--- config.mk ---
export PLATFORM = sky130hd
export DESIGN_NAME = rsa_key_store_command_engine
export DESIGN_NICKNAME = d
export VERILOG_FILES = /design/src/design/rksce_pkg.sv /design/src/design/rksce_ram.sv /design/src/design/rksce_mmul.sv /design/src/design/rksce_dp.sv /design/src/design/rksce_ctrl.sv /design/src/design/rsa_key_store_command_engine.sv
export SDC_FILE = /design/constraint.sdc
export NUM_CORES = 1
export LEC_CHECK = 0
export BUFFER_PORTS_ARGS = -buffer_cell sky130_fd_sc_hd__buf_2
export CAP_MARGIN = 20
export CORE_MARGIN = 3
export CORE_UTILIZATION = 35
export CTS_BUF_LIST = sky130_fd_sc_hd__clkbuf_2
export DETAILED_ROUTE_END_ITERATION = 8
export GPL_TIMING_DRIVEN = 0
export MAX_ROUTING_LAYER = met4
export PLACE_DENSITY = 0.57
export SYNTH_ARGS = -nofsm -noshare
export SYNTH_HDL_FRONTEND = slang
export SYNTH_HIERARCHICAL = 1
export SYNTH_SLANG_ARGS = --single-unit
--- constraint.sdc ---
create_clock -name clk -period 25.8 [get_ports clk]
set_input_delay 1.29 -clock clk [delete_from_list [all_inputs] [get_ports clk]]
set_output_delay 1.29 -clock clk [all_outputs]
set_load 0.005 [all_outputs]
--- src/design/rksce_pkg.sv ---
// Shared types, codes and constants of the RSA key store command engine.
package rksce_pkg;

    localparam int DATA_W        = 16;
    localparam int KEY_SLOTS_DEF = 8;
    localparam int LIST_MAX      = 8;
    localparam int LIST_W        = 4;
    localparam int KEY_W         = 3 * DATA_W;

    localparam logic [3:0] ACT_ADD    = 4'd0;
    localparam logic [3:0] ACT_DELETE = 4'd1;
    localparam logic [3:0] ACT_LIST   = 4'd2;
    localparam logic [3:0] ACT_ENC    = 4'd3;
    localparam logic [3:0] ACT_DEC    = 4'd4;
    localparam logic [3:0] ACT_SIGN   = 4'd5;
    localparam logic [3:0] ACT_VERIFY = 4'd6;
    localparam logic [3:0] ACT_STATS  = 4'd7;
    localparam logic [3:0] ACT_CLEAR  = 4'd8;

    localparam logic [2:0] ST_OK      = 3'd0;
    localparam logic [2:0] ST_FULL    = 3'd1;
    localparam logic [2:0] ST_BADPAR  = 3'd2;
    localparam logic [2:0] ST_NOKEY   = 3'd3;
    localparam logic [2:0] ST_INVALID = 3'd4;

    typedef enum logic [1:0] {
        MM_RED,
        MM_ACC,
        MM_SQR
    } mm_op_t;

    typedef enum logic [2:0] {
        RES_PLAIN,
        RES_ADD,
        RES_CALC,
        RES_HEAD,
        RES_ENTRY,
        RES_STATS
    } res_kind_t;

    typedef enum logic [3:0] {
        S_IDLE,
        S_DISPATCH,
        S_LK_RD,
        S_LK_CMP,
        S_ME_INIT,
        S_ME_RED,
        S_ME_BIT,
        S_ME_MUL,
        S_ME_SQR,
        S_LIST_SCAN,
        S_LIST_RD,
        S_OUT
    } state_t;

    typedef struct packed {
        logic      load;
        logic      scan_clr;
        logic      scan_inc;
        logic      lk_take;
        logic      me_init;
        logic      mm_start;
        mm_op_t    mm_op;
        logic      emit;
        res_kind_t kind;
        logic [2:0] code;
    } cmd_t;

    typedef struct packed {
        logic [3:0] action;
        logic       free_found;
        logic       slot_bad;
        logic       n_small;
        logic       lk_hit;
        logic       lk_end;
        logic       data_ge_n;
        logic       cur_valid;
        logic       e_bit;
        logic       bits_done;
        logic       mm_done;
        logic       out_last;
    } sts_t;

endpackage

--- src/design/rksce_ram.sv ---
// Generic single-port-write, registered-read RAM.
module rksce_ram #(
    parameter int WIDTH = 8,
    parameter int DEPTH = 8
) (
    input  logic                                   clk,
    input  logic                                   we,
    input  logic [((DEPTH > 1) ? $clog2(DEPTH) : 1)-1:0] waddr,
    input  logic [WIDTH-1:0]                       wdata,
    input  logic [((DEPTH > 1) ? $clog2(DEPTH) : 1)-1:0] raddr,
    output logic [WIDTH-1:0]                       rdata
);
    logic [WIDTH-1:0] mem [DEPTH];

    always_ff @(posedge clk)
    begin
        if (we)
        begin
            mem[waddr] <= wdata;
        end
        rdata <= mem[raddr];
    end
endmodule

--- src/design/rksce_mmul.sv ---
// Bit-serial modular multiplier, one multiplier bit per cycle.
module rksce_mmul (
    input  logic                      clk,
    input  logic                      rst_n,
    input  logic                      start,
    input  logic [rksce_pkg::DATA_W-1:0] x,
    input  logic [rksce_pkg::DATA_W-1:0] y,
    input  logic [rksce_pkg::DATA_W-1:0] n,
    output logic                      done,
    output logic [rksce_pkg::DATA_W-1:0] res
);
    import rksce_pkg::*;

    logic              busy_reg;
    logic              done_reg;
    logic [3:0]        cnt_reg;
    logic [DATA_W-1:0] r_reg;
    logic [DATA_W-1:0] x_reg;
    logic [DATA_W-1:0] y_reg;
    logic [DATA_W-1:0] n_reg;
    logic [DATA_W+1:0] t;
    logic [DATA_W+1:0] n1;
    logic [DATA_W+1:0] n2;
    logic [DATA_W+1:0] red;
    logic [DATA_W-1:0] r_next;

    always_comb
    begin
        n1 = {2'b00, n_reg};
        n2 = {1'b0, n_reg, 1'b0};
        t  = {1'b0, r_reg, 1'b0} + (y_reg[DATA_W-1] ? {2'b00, x_reg} : '0);
        if (t >= n2)
        begin
            red = t - n2;
        end
        else if (t >= n1)
        begin
            red = t - n1;
        end
        else
        begin
            red = t;
        end
        r_next = red[DATA_W-1:0];
    end

    always_ff @(posedge clk or negedge rst_n)
    begin
        if (!rst_n)
        begin
            busy_reg <= 1'b0;
            done_reg <= 1'b0;
            cnt_reg  <= '0;
        end
        else
        begin
            done_reg <= busy_reg && (cnt_reg == 4'hF);
            if (start)
            begin
                busy_reg <= 1'b1;
                cnt_reg  <= '0;
            end
            else if (busy_reg)
            begin
                cnt_reg <= cnt_reg + 4'd1;
                if (cnt_reg == 4'hF)
                begin
                    busy_reg <= 1'b0;
                end
            end
        end
    end

    always_ff @(posedge clk)
    begin
        if (start)
        begin
            r_reg <= '0;
            x_reg <= x;
            y_reg <= y;
            n_reg <= n;
        end
        else if (busy_reg)
        begin
            r_reg <= r_next;
            y_reg <= {y_reg[DATA_W-2:0], 1'b0};
        end
    end

    assign done = done_reg;
    assign res  = r_reg;
endmodule

--- src/design/rksce_dp.sv ---
// Datapath: command registers, key table, exponentiation registers, counters and result.
module rksce_dp #(
    parameter int KEY_SLOTS = rksce_pkg::KEY_SLOTS_DEF
) (
    input  logic              clk,
    input  logic              rst_n,
    input  rksce_pkg::cmd_t   cmd,
    output rksce_pkg::sts_t   sts,
    input  logic [3:0]        action,
    input  logic [15:0]       modulus,
    input  logic [15:0]       public_exp,
    input  logic [15:0]       private_exp,
    input  logic [7:0]        slot_index,
    input  logic [15:0]       data_word,
    input  logic [15:0]       signature,
    output logic [2:0]        status,
    output logic [5:0]        slot_out,
    output logic [15:0]       value,
    output logic              matches_res,
    output logic [6:0]        key_count,
    output logic [15:0]       listed_modulus,
    output logic [15:0]       listed_exp,
    output logic [31:0]       enc_total,
    output logic [31:0]       dec_total,
    output logic [15:0]       sign_total,
    output logic [15:0]       check_total,
    output logic              last
);
    import rksce_pkg::*;

    localparam int AW = (KEY_SLOTS > 1) ? $clog2(KEY_SLOTS) : 1;

    logic [3:0]           act_reg;
    logic [DATA_W-1:0]    n_reg;
    logic [DATA_W-1:0]    e_reg;
    logic [DATA_W-1:0]    d_reg;
    logic [7:0]           slot_reg;
    logic [DATA_W-1:0]    data_reg;
    logic [DATA_W-1:0]    sig_reg;
    logic [DATA_W-1:0]    dfound_reg;
    logic [KEY_SLOTS-1:0] valid_reg;
    logic [6:0]           cnt_reg;
    logic [AW-1:0]        scan_reg;
    logic [LIST_W-1:0]    listed_reg;
    logic [DATA_W-1:0]    acc_reg;
    logic [DATA_W-1:0]    b_reg;
    logic [DATA_W-1:0]    ebits_reg;
    logic [4:0]           bitcnt_reg;
    mm_op_t               op_reg;
    logic [31:0]          enc_reg;
    logic [31:0]          dec_reg;
    logic [15:0]          sign_reg;
    logic [15:0]          check_reg;

    logic                 free_found;
    logic [AW-1:0]        free_idx;
    logic [LIST_W-1:0]    lim;
    logic [KEY_W-1:0]     rdata;
    logic                 ram_we;
    logic [DATA_W-1:0]    mm_x;
    logic [DATA_W-1:0]    mm_y;
    logic                 mm_done;
    logic [DATA_W-1:0]    mm_res;
    logic [DATA_W-1:0]    calc;
    logic [AW-1:0]        del_idx;
    logic [DATA_W-1:0]    base_init;

    always_comb
    begin
        free_found = 1'b0;
        free_idx   = '0;
        for (int i = KEY_SLOTS - 1; i >= 0; i--)
        begin
            if (!valid_reg[i])
            begin
                free_found = 1'b1;
                free_idx   = AW'(i);
            end
        end
    end

    assign lim     = (cnt_reg > 7'(LIST_MAX)) ? LIST_W'(LIST_MAX) : cnt_reg[LIST_W-1:0];
    assign calc    = (n_reg < 16'd2) ? '0 : acc_reg;
    assign ram_we  = cmd.emit && (cmd.kind == RES_ADD);
    assign del_idx = slot_reg[AW-1:0];

    always_comb
    begin
        if (act_reg == ACT_ENC)
        begin
            base_init = {8'h00, data_reg[7:0]};
        end
        else if (act_reg == ACT_VERIFY)
        begin
            base_init = sig_reg;
        end
        else
        begin
            base_init = data_reg;
        end
    end

    rksce_ram #(
        .WIDTH (KEY_W),
        .DEPTH (KEY_SLOTS)
    ) u_keys (
        .clk   (clk),
        .we    (ram_we),
        .waddr (free_idx),
        .wdata ({n_reg, e_reg, d_reg}),
        .raddr (scan_reg),
        .rdata (rdata)
    );

    always_comb
    begin
        unique case (cmd.mm_op)
            MM_RED:
            begin
                mm_x = 16'd1;
                mm_y = base_init;
            end
            MM_ACC:
            begin
                mm_x = acc_reg;
                mm_y = b_reg;
            end
            default:
            begin
                mm_x = b_reg;
                mm_y = b_reg;
            end
        endcase
    end

    rksce_mmul u_mmul (
        .clk   (clk),
        .rst_n (rst_n),
        .start (cmd.mm_start),
        .x     (mm_x),
        .y     (mm_y),
        .n     (n_reg),
        .done  (mm_done),
        .res   (mm_res)
    );

    always_comb
    begin
        sts.action     = act_reg;
        sts.free_found = free_found;
        sts.slot_bad   = (slot_reg >= 8'(KEY_SLOTS));
        sts.n_small    = (n_reg < 16'd2);
        sts.lk_hit     = valid_reg[scan_reg] && (rdata[KEY_W-1 -: DATA_W] == n_reg)
                         && (rdata[2*DATA_W-1 -: DATA_W] == e_reg);
        sts.lk_end     = (scan_reg == AW'(KEY_SLOTS - 1));
        sts.data_ge_n  = (data_reg >= n_reg);
        sts.cur_valid  = valid_reg[scan_reg];
        sts.e_bit      = ebits_reg[0];
        sts.bits_done  = (bitcnt_reg == 5'd16);
        sts.mm_done    = mm_done;
        sts.out_last   = last;
    end

    always_ff @(posedge clk)
    begin
        if (cmd.load)
        begin
            act_reg  <= action;
            n_reg    <= modulus;
            e_reg    <= public_exp;
            d_reg    <= private_exp;
            slot_reg <= slot_index;
            data_reg <= data_word;
            sig_reg  <= signature;
        end
        if (cmd.lk_take)
        begin
            dfound_reg <= rdata[DATA_W-1:0];
        end
        if (cmd.mm_start)
        begin
            op_reg <= cmd.mm_op;
        end
        if (cmd.me_init)
        begin
            acc_reg    <= 16'd1;
            bitcnt_reg <= '0;
            b_reg      <= base_init;
            if ((act_reg == ACT_DEC) || (act_reg == ACT_SIGN))
            begin
                ebits_reg <= dfound_reg;
            end
            else
            begin
                ebits_reg <= e_reg;
            end
        end
        else if (mm_done)
        begin
            unique case (op_reg)
                MM_ACC:
                begin
                    acc_reg <= mm_res;
                end
                MM_RED:
                begin
                    b_reg <= mm_res;
                end
                default:
                begin
                    b_reg      <= mm_res;
                    ebits_reg  <= {1'b0, ebits_reg[DATA_W-1:1]};
                    bitcnt_reg <= bitcnt_reg + 5'd1;
                end
            endcase
        end
        if (cmd.emit)
        begin
            status         <= cmd.code;
            slot_out       <= '0;
            value          <= '0;
            matches_res    <= 1'b0;
            key_count      <= '0;
            listed_modulus <= '0;
            listed_exp     <= '0;
            enc_total      <= '0;
            dec_total      <= '0;
            sign_total     <= '0;
            check_total    <= '0;
            last           <= 1'b1;
            case (cmd.kind)
                RES_ADD:
                begin
                    slot_out <= 6'(free_idx);
                end
                RES_CALC:
                begin
                    if (act_reg == ACT_VERIFY)
                    begin
                        matches_res <= (calc == data_reg);
                    end
                    else if (act_reg == ACT_DEC)
                    begin
                        value <= {8'h00, calc[7:0]};
                    end
                    else
                    begin
                        value <= calc;
                    end
                end
                RES_HEAD:
                begin
                    key_count <= cnt_reg;
                    last      <= (lim == '0);
                end
                RES_ENTRY:
                begin
                    listed_modulus <= rdata[KEY_W-1 -: DATA_W];
                    listed_exp     <= rdata[2*DATA_W-1 -: DATA_W];
                    last           <= ((listed_reg + LIST_W'(1)) == lim);
                end
                RES_STATS:
                begin
                    enc_total   <= enc_reg;
                    dec_total   <= dec_reg;
                    sign_total  <= sign_reg;
                    check_total <= check_reg;
                end
                default:
                begin
                end
            endcase
        end
    end

    always_ff @(posedge clk or negedge rst_n)
    begin
        if (!rst_n)
        begin
            valid_reg  <= '0;
            cnt_reg    <= '0;
            scan_reg   <= '0;
            listed_reg <= '0;
            enc_reg    <= '0;
            dec_reg    <= '0;
            sign_reg   <= '0;
            check_reg  <= '0;
        end
        else
        begin
            if (cmd.scan_clr || (cmd.emit && (cmd.kind == RES_HEAD)))
            begin
                scan_reg <= '0;
            end
            else if (cmd.scan_inc || (cmd.emit && (cmd.kind == RES_ENTRY)))
            begin
                scan_reg <= scan_reg + AW'(1);
            end
            if (cmd.emit && (cmd.kind == RES_HEAD))
            begin
                listed_reg <= '0;
            end
            else if (cmd.emit && (cmd.kind == RES_ENTRY))
            begin
                listed_reg <= listed_reg + LIST_W'(1);
            end
            if (ram_we)
            begin
                valid_reg[free_idx] <= 1'b1;
                cnt_reg             <= cnt_reg + 7'd1;
            end
            if (cmd.emit && (cmd.code == ST_OK))
            begin
                case (act_reg)
                    ACT_DELETE:
                    begin
                        valid_reg[del_idx] <= 1'b0;
                        if (valid_reg[del_idx])
                        begin
                            cnt_reg <= cnt_reg - 7'd1;
                        end
                    end
                    ACT_ENC:
                    begin
                        enc_reg <= enc_reg + 32'd1;
                    end
                    ACT_DEC:
                    begin
                        dec_reg <= dec_reg + 32'd1;
                    end
                    ACT_SIGN:
                    begin
                        sign_reg <= sign_reg + 16'd1;
                    end
                    ACT_VERIFY:
                    begin
                        check_reg <= check_reg + 16'd1;
                    end
                    ACT_CLEAR:
                    begin
                        enc_reg   <= '0;
                        dec_reg   <= '0;
                        sign_reg  <= '0;
                        check_reg <= '0;
                    end
                    default:
                    begin
                    end
                endcase
            end
        end
    end
endmodule

--- src/design/rksce_ctrl.sv ---
// Controller state machine that sequences each command through the datapath.
module rksce_ctrl (
    input  logic            clk,
    input  logic            rst_n,
    input  logic            in_valid,
    output logic            in_ready,
    output logic            out_valid,
    input  logic            out_ready,
    input  rksce_pkg::sts_t sts,
    output rksce_pkg::cmd_t cmd
);
    import rksce_pkg::*;

    state_t state_reg;
    state_t state_next;

    always_ff @(posedge clk or negedge rst_n)
    begin
        if (!rst_n)
        begin
            state_reg <= S_IDLE;
        end
        else
        begin
            state_reg <= state_next;
        end
    end

    always_comb
    begin
        state_next = state_reg;
        unique case (state_reg)
            S_IDLE:
            begin
                if (in_valid)
                begin
                    state_next = S_DISPATCH;
                end
            end
            S_DISPATCH:
            begin
                case (sts.action) inside
                    ACT_ENC, ACT_VERIFY: state_next = S_ME_INIT;
                    ACT_DEC, ACT_SIGN:   state_next = S_LK_RD;
                    default:             state_next = S_OUT;
                endcase
            end
            S_LK_RD:
            begin
                state_next = S_LK_CMP;
            end
            S_LK_CMP:
            begin
                if (sts.lk_hit)
                begin
                    if ((sts.action == ACT_SIGN) && sts.data_ge_n)
                    begin
                        state_next = S_OUT;
                    end
                    else
                    begin
                        state_next = S_ME_INIT;
                    end
                end
                else if (sts.lk_end)
                begin
                    state_next = S_OUT;
                end
                else
                begin
                    state_next = S_LK_RD;
                end
            end
            S_ME_INIT:
            begin
                state_next = sts.n_small ? S_OUT : S_ME_RED;
            end
            S_ME_RED:
            begin
                if (sts.mm_done)
                begin
                    state_next = S_ME_BIT;
                end
            end
            S_ME_BIT:
            begin
                if (sts.bits_done)
                begin
                    state_next = S_OUT;
                end
                else if (sts.e_bit)
                begin
                    state_next = S_ME_MUL;
                end
                else
                begin
                    state_next = S_ME_SQR;
                end
            end
            S_ME_MUL:
            begin
                if (sts.mm_done)
                begin
                    state_next = S_ME_SQR;
                end
            end
            S_ME_SQR:
            begin
                if (sts.mm_done)
                begin
                    state_next = S_ME_BIT;
                end
            end
            S_LIST_SCAN:
            begin
                if (sts.cur_valid)
                begin
                    state_next = S_LIST_RD;
                end
            end
            S_LIST_RD:
            begin
                state_next = S_OUT;
            end
            S_OUT:
            begin
                if (out_ready)
                begin
                    state_next = sts.out_last ? S_IDLE : S_LIST_SCAN;
                end
            end
            default:
            begin
                state_next = S_IDLE;
            end
        endcase
    end

    always_comb
    begin
        cmd       = '0;
        cmd.mm_op = MM_RED;
        cmd.kind  = RES_PLAIN;
        cmd.code  = ST_OK;
        in_ready  = (state_reg == S_IDLE);
        out_valid = (state_reg == S_OUT);
        unique case (state_reg)
            S_IDLE:
            begin
                cmd.load = in_valid;
            end
            S_DISPATCH:
            begin
                unique case (sts.action)
                    ACT_ADD:
                    begin
                        cmd.emit = 1'b1;
                        cmd.kind = sts.free_found ? RES_ADD : RES_PLAIN;
                        cmd.code = sts.free_found ? ST_OK : ST_FULL;
                    end
                    ACT_DELETE:
                    begin
                        cmd.emit = 1'b1;
                        cmd.code = sts.slot_bad ? ST_BADPAR : ST_OK;
                    end
                    ACT_LIST:
                    begin
                        cmd.emit = 1'b1;
                        cmd.kind = RES_HEAD;
                    end
                    ACT_DEC, ACT_SIGN:
                    begin
                        cmd.scan_clr = 1'b1;
                    end
                    ACT_ENC, ACT_VERIFY:
                    begin
                    end
                    ACT_STATS:
                    begin
                        cmd.emit = 1'b1;
                        cmd.kind = RES_STATS;
                    end
                    ACT_CLEAR:
                    begin
                        cmd.emit = 1'b1;
                    end
                    default:
                    begin
                        cmd.emit = 1'b1;
                        cmd.code = ST_INVALID;
                    end
                endcase
            end
            S_LK_CMP:
            begin
                if (sts.lk_hit)
                begin
                    cmd.lk_take = 1'b1;
                    if ((sts.action == ACT_SIGN) && sts.data_ge_n)
                    begin
                        cmd.emit = 1'b1;
                        cmd.code = ST_BADPAR;
                    end
                end
                else if (sts.lk_end)
                begin
                    cmd.emit = 1'b1;
                    cmd.code = ST_NOKEY;
                end
                else
                begin
                    cmd.scan_inc = 1'b1;
                end
            end
            S_ME_INIT:
            begin
                if (sts.n_small)
                begin
                    cmd.emit = 1'b1;
                    cmd.kind = RES_CALC;
                end
                else
                begin
                    cmd.me_init  = 1'b1;
                    cmd.mm_start = 1'b1;
                    cmd.mm_op    = MM_RED;
                end
            end
            S_ME_BIT:
            begin
                if (sts.bits_done)
                begin
                    cmd.emit = 1'b1;
                    cmd.kind = RES_CALC;
                end
                else
                begin
                    cmd.mm_start = 1'b1;
                    cmd.mm_op    = sts.e_bit ? MM_ACC : MM_SQR;
                end
            end
            S_ME_MUL:
            begin
                if (sts.mm_done)
                begin
                    cmd.mm_start = 1'b1;
                    cmd.mm_op    = MM_SQR;
                end
            end
            S_LIST_SCAN:
            begin
                cmd.scan_inc = !sts.cur_valid;
            end
            S_LIST_RD:
            begin
                cmd.emit = 1'b1;
                cmd.kind = RES_ENTRY;
            end
            default:
            begin
            end
        endcase
    end
endmodule

--- src/design/rsa_key_store_command_engine.sv ---
// Top level of the RSA key store command engine.
//
// One command is taken on the input channel (in_valid/in_ready) and its
// results leave on the output channel (out_valid/out_ready), the final one
// marked by last. A list command gives a header and then one result per
// stored key, at most eight; every other command gives exactly one result.
// Commands are handled one at a time: in_ready is high only while the block
// is idle, so the next transfer is taken the cycle after the final result.
// Add, delete, stats, clear and an invalid action are answered from the
// dispatch state; a list walks the key table, passing over free slots.
// Encrypt, verify, decrypt and sign reduce the base modulo the modulus and
// then run square-and-multiply over all 16 exponent bits, lowest first, on a
// bit-serial modular multiplier. Decrypt and sign first search the key
// table slot by slot for the modulus and public exponent.
// A stalled receiver holds the result register and the whole engine.
// Reset empties the key table and clears the four usage counters.
module rsa_key_store_command_engine #(
    parameter int KEY_SLOTS = rksce_pkg::KEY_SLOTS_DEF
) (
    input  logic        clk,
    input  logic        rst_n,
    input  logic        in_valid,
    output logic        in_ready,
    input  logic [3:0]  action,
    input  logic [15:0] modulus,
    input  logic [15:0] public_exp,
    input  logic [15:0] private_exp,
    input  logic [7:0]  slot_index,
    input  logic [15:0] data_word,
    input  logic [15:0] signature,
    output logic        out_valid,
    input  logic        out_ready,
    output logic [2:0]  status,
    output logic [5:0]  slot_out,
    output logic [15:0] value,
    output logic        matches_res,
    output logic [6:0]  key_count,
    output logic [15:0] listed_modulus,
    output logic [15:0] listed_exp,
    output logic [31:0] enc_total,
    output logic [31:0] dec_total,
    output logic [15:0] sign_total,
    output logic [15:0] check_total,
    output logic        last
);
    import rksce_pkg::*;

    cmd_t cmd;
    sts_t sts;

    rksce_ctrl u_ctrl (
        .clk       (clk),
        .rst_n     (rst_n),
        .in_valid  (in_valid),
        .in_ready  (in_ready),
        .out_valid (out_valid),
        .out_ready (out_ready),
        .sts       (sts),
        .cmd       (cmd)
    );

    rksce_dp #(
        .KEY_SLOTS (KEY_SLOTS)
    ) u_dp (
        .clk            (clk),
        .rst_n          (rst_n),
        .cmd            (cmd),
        .sts            (sts),
        .action         (action),
        .modulus        (modulus),
        .public_exp     (public_exp),
        .private_exp    (private_exp),
        .slot_index     (slot_index),
        .data_word      (data_word),
        .signature      (signature),
        .status         (status),
        .slot_out       (slot_out),
        .value          (value),
        .matches_res    (matches_res),
        .key_count      (key_count),
        .listed_modulus (listed_modulus),
        .listed_exp     (listed_exp),
        .enc_total      (enc_total),
        .dec_total      (dec_total),
        .sign_total     (sign_total),
        .check_total    (check_total),
        .last           (last)
    );
endmodule

==> out/metrics.yaml <==
sta:
  period_minus_slack_ns: 5.68
  maxSlewHeadroom_pct: 29.6
  rsz0062_at_grt: "false"
  fin_crit_sh_pct: 22.0
  fmax_mhz: 176
  maxSlewViolCount: 0
  setup_ws_ns: 20.12
  finalClockSkew_ns: 0.151
  finalSetupViolCount: 0
  finalHoldViolCount: 0
  worstMarginPinSlew_ns: 1.06
worst_setup_path:
  startpoint_type: "register"
  arrival_ns: 6.99
  critPathMaxStageDelay_ns: 0.66
  path_max_fanout: 12
  crit_required_ns: 27.11
  crit_top_cell: "clkbuf_1"
  cp_cell_sequence: "xnor2_1 > nand4_1 > nor4_1 > and3_1 > o21a_1 > a221oi_2 > o31ai_4 > buf_8 > or4b_1 > buf_6 > nor2_1 > clkbuf_1 > clkbuf_1 > clkbuf_1 > nor2_1"
  setup.worst_path.end_class: "register"
  critical_path_class: "reg2reg"
  cp_slowest_cell: "clkbuf_1"
worst_hold_path:
  hp-class: "in2async"
place:
  dp_hpwl_um: 78800
  io_buffers: 256
  pre_cts_slack_ns: 19.59
  dp_cells: 4719
  gp_congestion: 0.902
cells_and_area:
  top_regs: "u_dp/u_keys/mem x384, u_dp/u_keys/rdata x48"
  utilization_pct: 41.6
  fill_cells: 11000
  syn_to_final_growth_pct: 17.7
  drive_above_1_share_pct: 24.9
  regMostFlops: "u_dp/u_keys/mem"
  largest_reg_flops: 384
  nets: 3698
  finalNonFillerCells: 5261
route:
  routedWlPerCell_um: 21.1
  via_count: 26700
  viasPerCell: 5.07
  drc: 0
  ant_nets: 0
  firstDrtPassIters: 7
  drt_iter0_markers: 2393
  totalWireLength_um: 111000
grt:
  met2_usage_pct: 28.1
  grt_max_degree: 76
  grt_pass1_wl_um: 166000
  grt_pass1_vias: 26500
  gr-total-overflow: 0
  gr-max-usage-layer: "met2"
  grtUsageMet3_pct: 4.29
  globalRouteTotalUtil_pct: 18.7
  grt_util_met1_pct: 25.4
  grt_antenna_before_repair: 6
floorplanning:
  initial_core_util_pct: 35.3
  placementRows: 125
  chipHeight_um: 349
  core-area_um2: 116000
  ioPinCount: 260
  die_area_um2: 122000
  chipWidth_um: 349
clock_tree:
  cts_tree: "built"
  cts_buffers: 232
  clock_latency_ns: 1.54
  ctsRootBufferMaster: "clkbuf_2"
  clkTransAtPathRegs_ns: 0.11
  cts_sinks: 946
  cts_resized: 0
  clockBufferDepth: 3
  h-tree-depth: 4
synth:
  yosysMostFrequentCell: "edfxtp_1"
  ys.flop_type: "edfxtp_1"
  asyncSetResetFlopFracSynth_pct: 13.5
  synth_area_leaders: "edfxtp_1, dfrtp_1, mux4_2"
  yosys_warnings: 6
  synthCells: 2895
  synth_area_um2: 41100
  synth.top_cell.area_share_pct: 53.5
  synth.avg_cell_area_um2: 14.2
  synth_edf_count: 733
  synth-seq-cells: 946
  synth_compound_area_share_pct: 6.93
  synth-simple-area-share_pct: 11.1
  synth_adder_area_share_pct: 2.43
  yosys-top-cells-count: "edfxtp_1, nand2_1, nor2_1, and2_1, a21oi_1"
  ys_types: 97
  ys_seq_area_share_pct: 65.4
  synthMuxAreaShare_pct: 8.96
  synth_top_area_cell: "edfxtp_1"
  synth_top_family_by_area: "simple AND/OR/NAND/NOR gates"
  yosys.area_share.xor_xnor_pct: 2.77
pwr:
  leakage_nw: 18.1
  power.density_nw_per_um2: 105
  vdd_drop_max_v: 0.0000658
  p_total_mw: 5.10
outcome:
  status: "complete, no violations"
run:
  cap_violations: 0
==> final cells by class <==
cell class	instances	area (um2)	share of cell area (%)
Sequential cell	946	26900	55.6
Tap cell	1524	1910	3.94
Timing Repair Buffer	393	3000	6.19
Multi-Input combinational cell	1733	13300	27.5
Buffer	128	651	1.34
Antenna cell	8	20.0	0.0414
Clock buffer	344	1720	3.56
Inverter	90	338	0.698
Clock inverter	95	518	1.07
==> kinds of logic after synthesis <==
kind of cell,Yosys count
AOI/OAI and AO/OA,440
xor gates and xnor gates,130
adders and majority gates,78
buffers and inverters,218
DFF,946
muxes,219
other,1
and+or+nand+nor,863
==> metal layers <==
metal / routed length, um / part of all wire, % / vias to the layer above
met5: 0 / 0 / -
met4: 2030 / 1.8 / 0
met3: 8200 / 7.4 / 162
met2: 50300 / 45 / 960
met1: 50500 / 46 / 13200
li1: - / - / 12300
==> report_power, final <==
group          internal, mW  switching [mW]
sequential             1.93           0.181
combinational         0.861            1.10
clock                 0.399           0.625
total                  3.19            1.91
==> per-stage QoR <==
| stage | hold WS (ns) | area [um2] | setup TNS (ns) |
|---|---|---|---|
| after floorplan | 0.386 | 41100 | 0 |
| after global placement | 0.390 | 44300 | -1418.69 |
| after detailed placement | 0.389 | 45200 | 0 |
| after CTS | 0.0773 | 48400 | 0 |
| after global routing | 0.103 | 48400 | 0 |
| final | 0.332 | 48400 | 0 |
==> what timing repair did <==
| item | in CTS | in global routing |
|---|---|---|
| buffers inserted | 0 | 0 |
| hold endpoints to repair | 146 | 0 |
| hold buffers | 93 | 0 |
==> critical path: cells and delay by family (launching register included) <==
family | cells | cell delay, ns
AND/OR/NAND/NOR | 6 | 1.92
flip-flops | 1 | 0.64
XOR/XNOR | 1 | 0.42
buffers and inverters | 5 | 1.98
AO/OA/AOI/OAI | 3 | 0.55
==> path summary, 6_finish.rpt <==
kind                                       from            endpoint  slack [ns]  depth (start not counted)
hold / removal                            rst_n   u_dp/sign_reg[15]        0.33                          2
hold reg to reg            u_dp/u_keys/rdata[7]  u_dp/dfound_reg[7]        0.38                          0
setup / recovery                  u_dp/n_reg[6]    u_dp/enc_reg[23]       20.12                         15
min in group clk                       in_valid    u_dp/slot_reg[3]        0.34                          2
setup reg to reg                  u_dp/n_reg[6]    u_dp/enc_reg[23]       20.12                         15
max in group asynchronous                 rst_n   u_dp/valid_reg[3]       24.66                          3
==> cells in the final DEF (no fill, tap or decap), types with 85 or more instances in the layout <==
cell type,n
edfxtp_1,733
clkbuf_2,344
buf_2,280
nand2_1,184
and2_1,171
nor2_1,167
a21oi_1,153
dfrtp_1,128
o21ai_0,102
mux4_2,95
dlygate4sd3_1,93
inv_1,90
dfxtp_1,85
No activity file was read; power rests on OpenSTA's default activity.
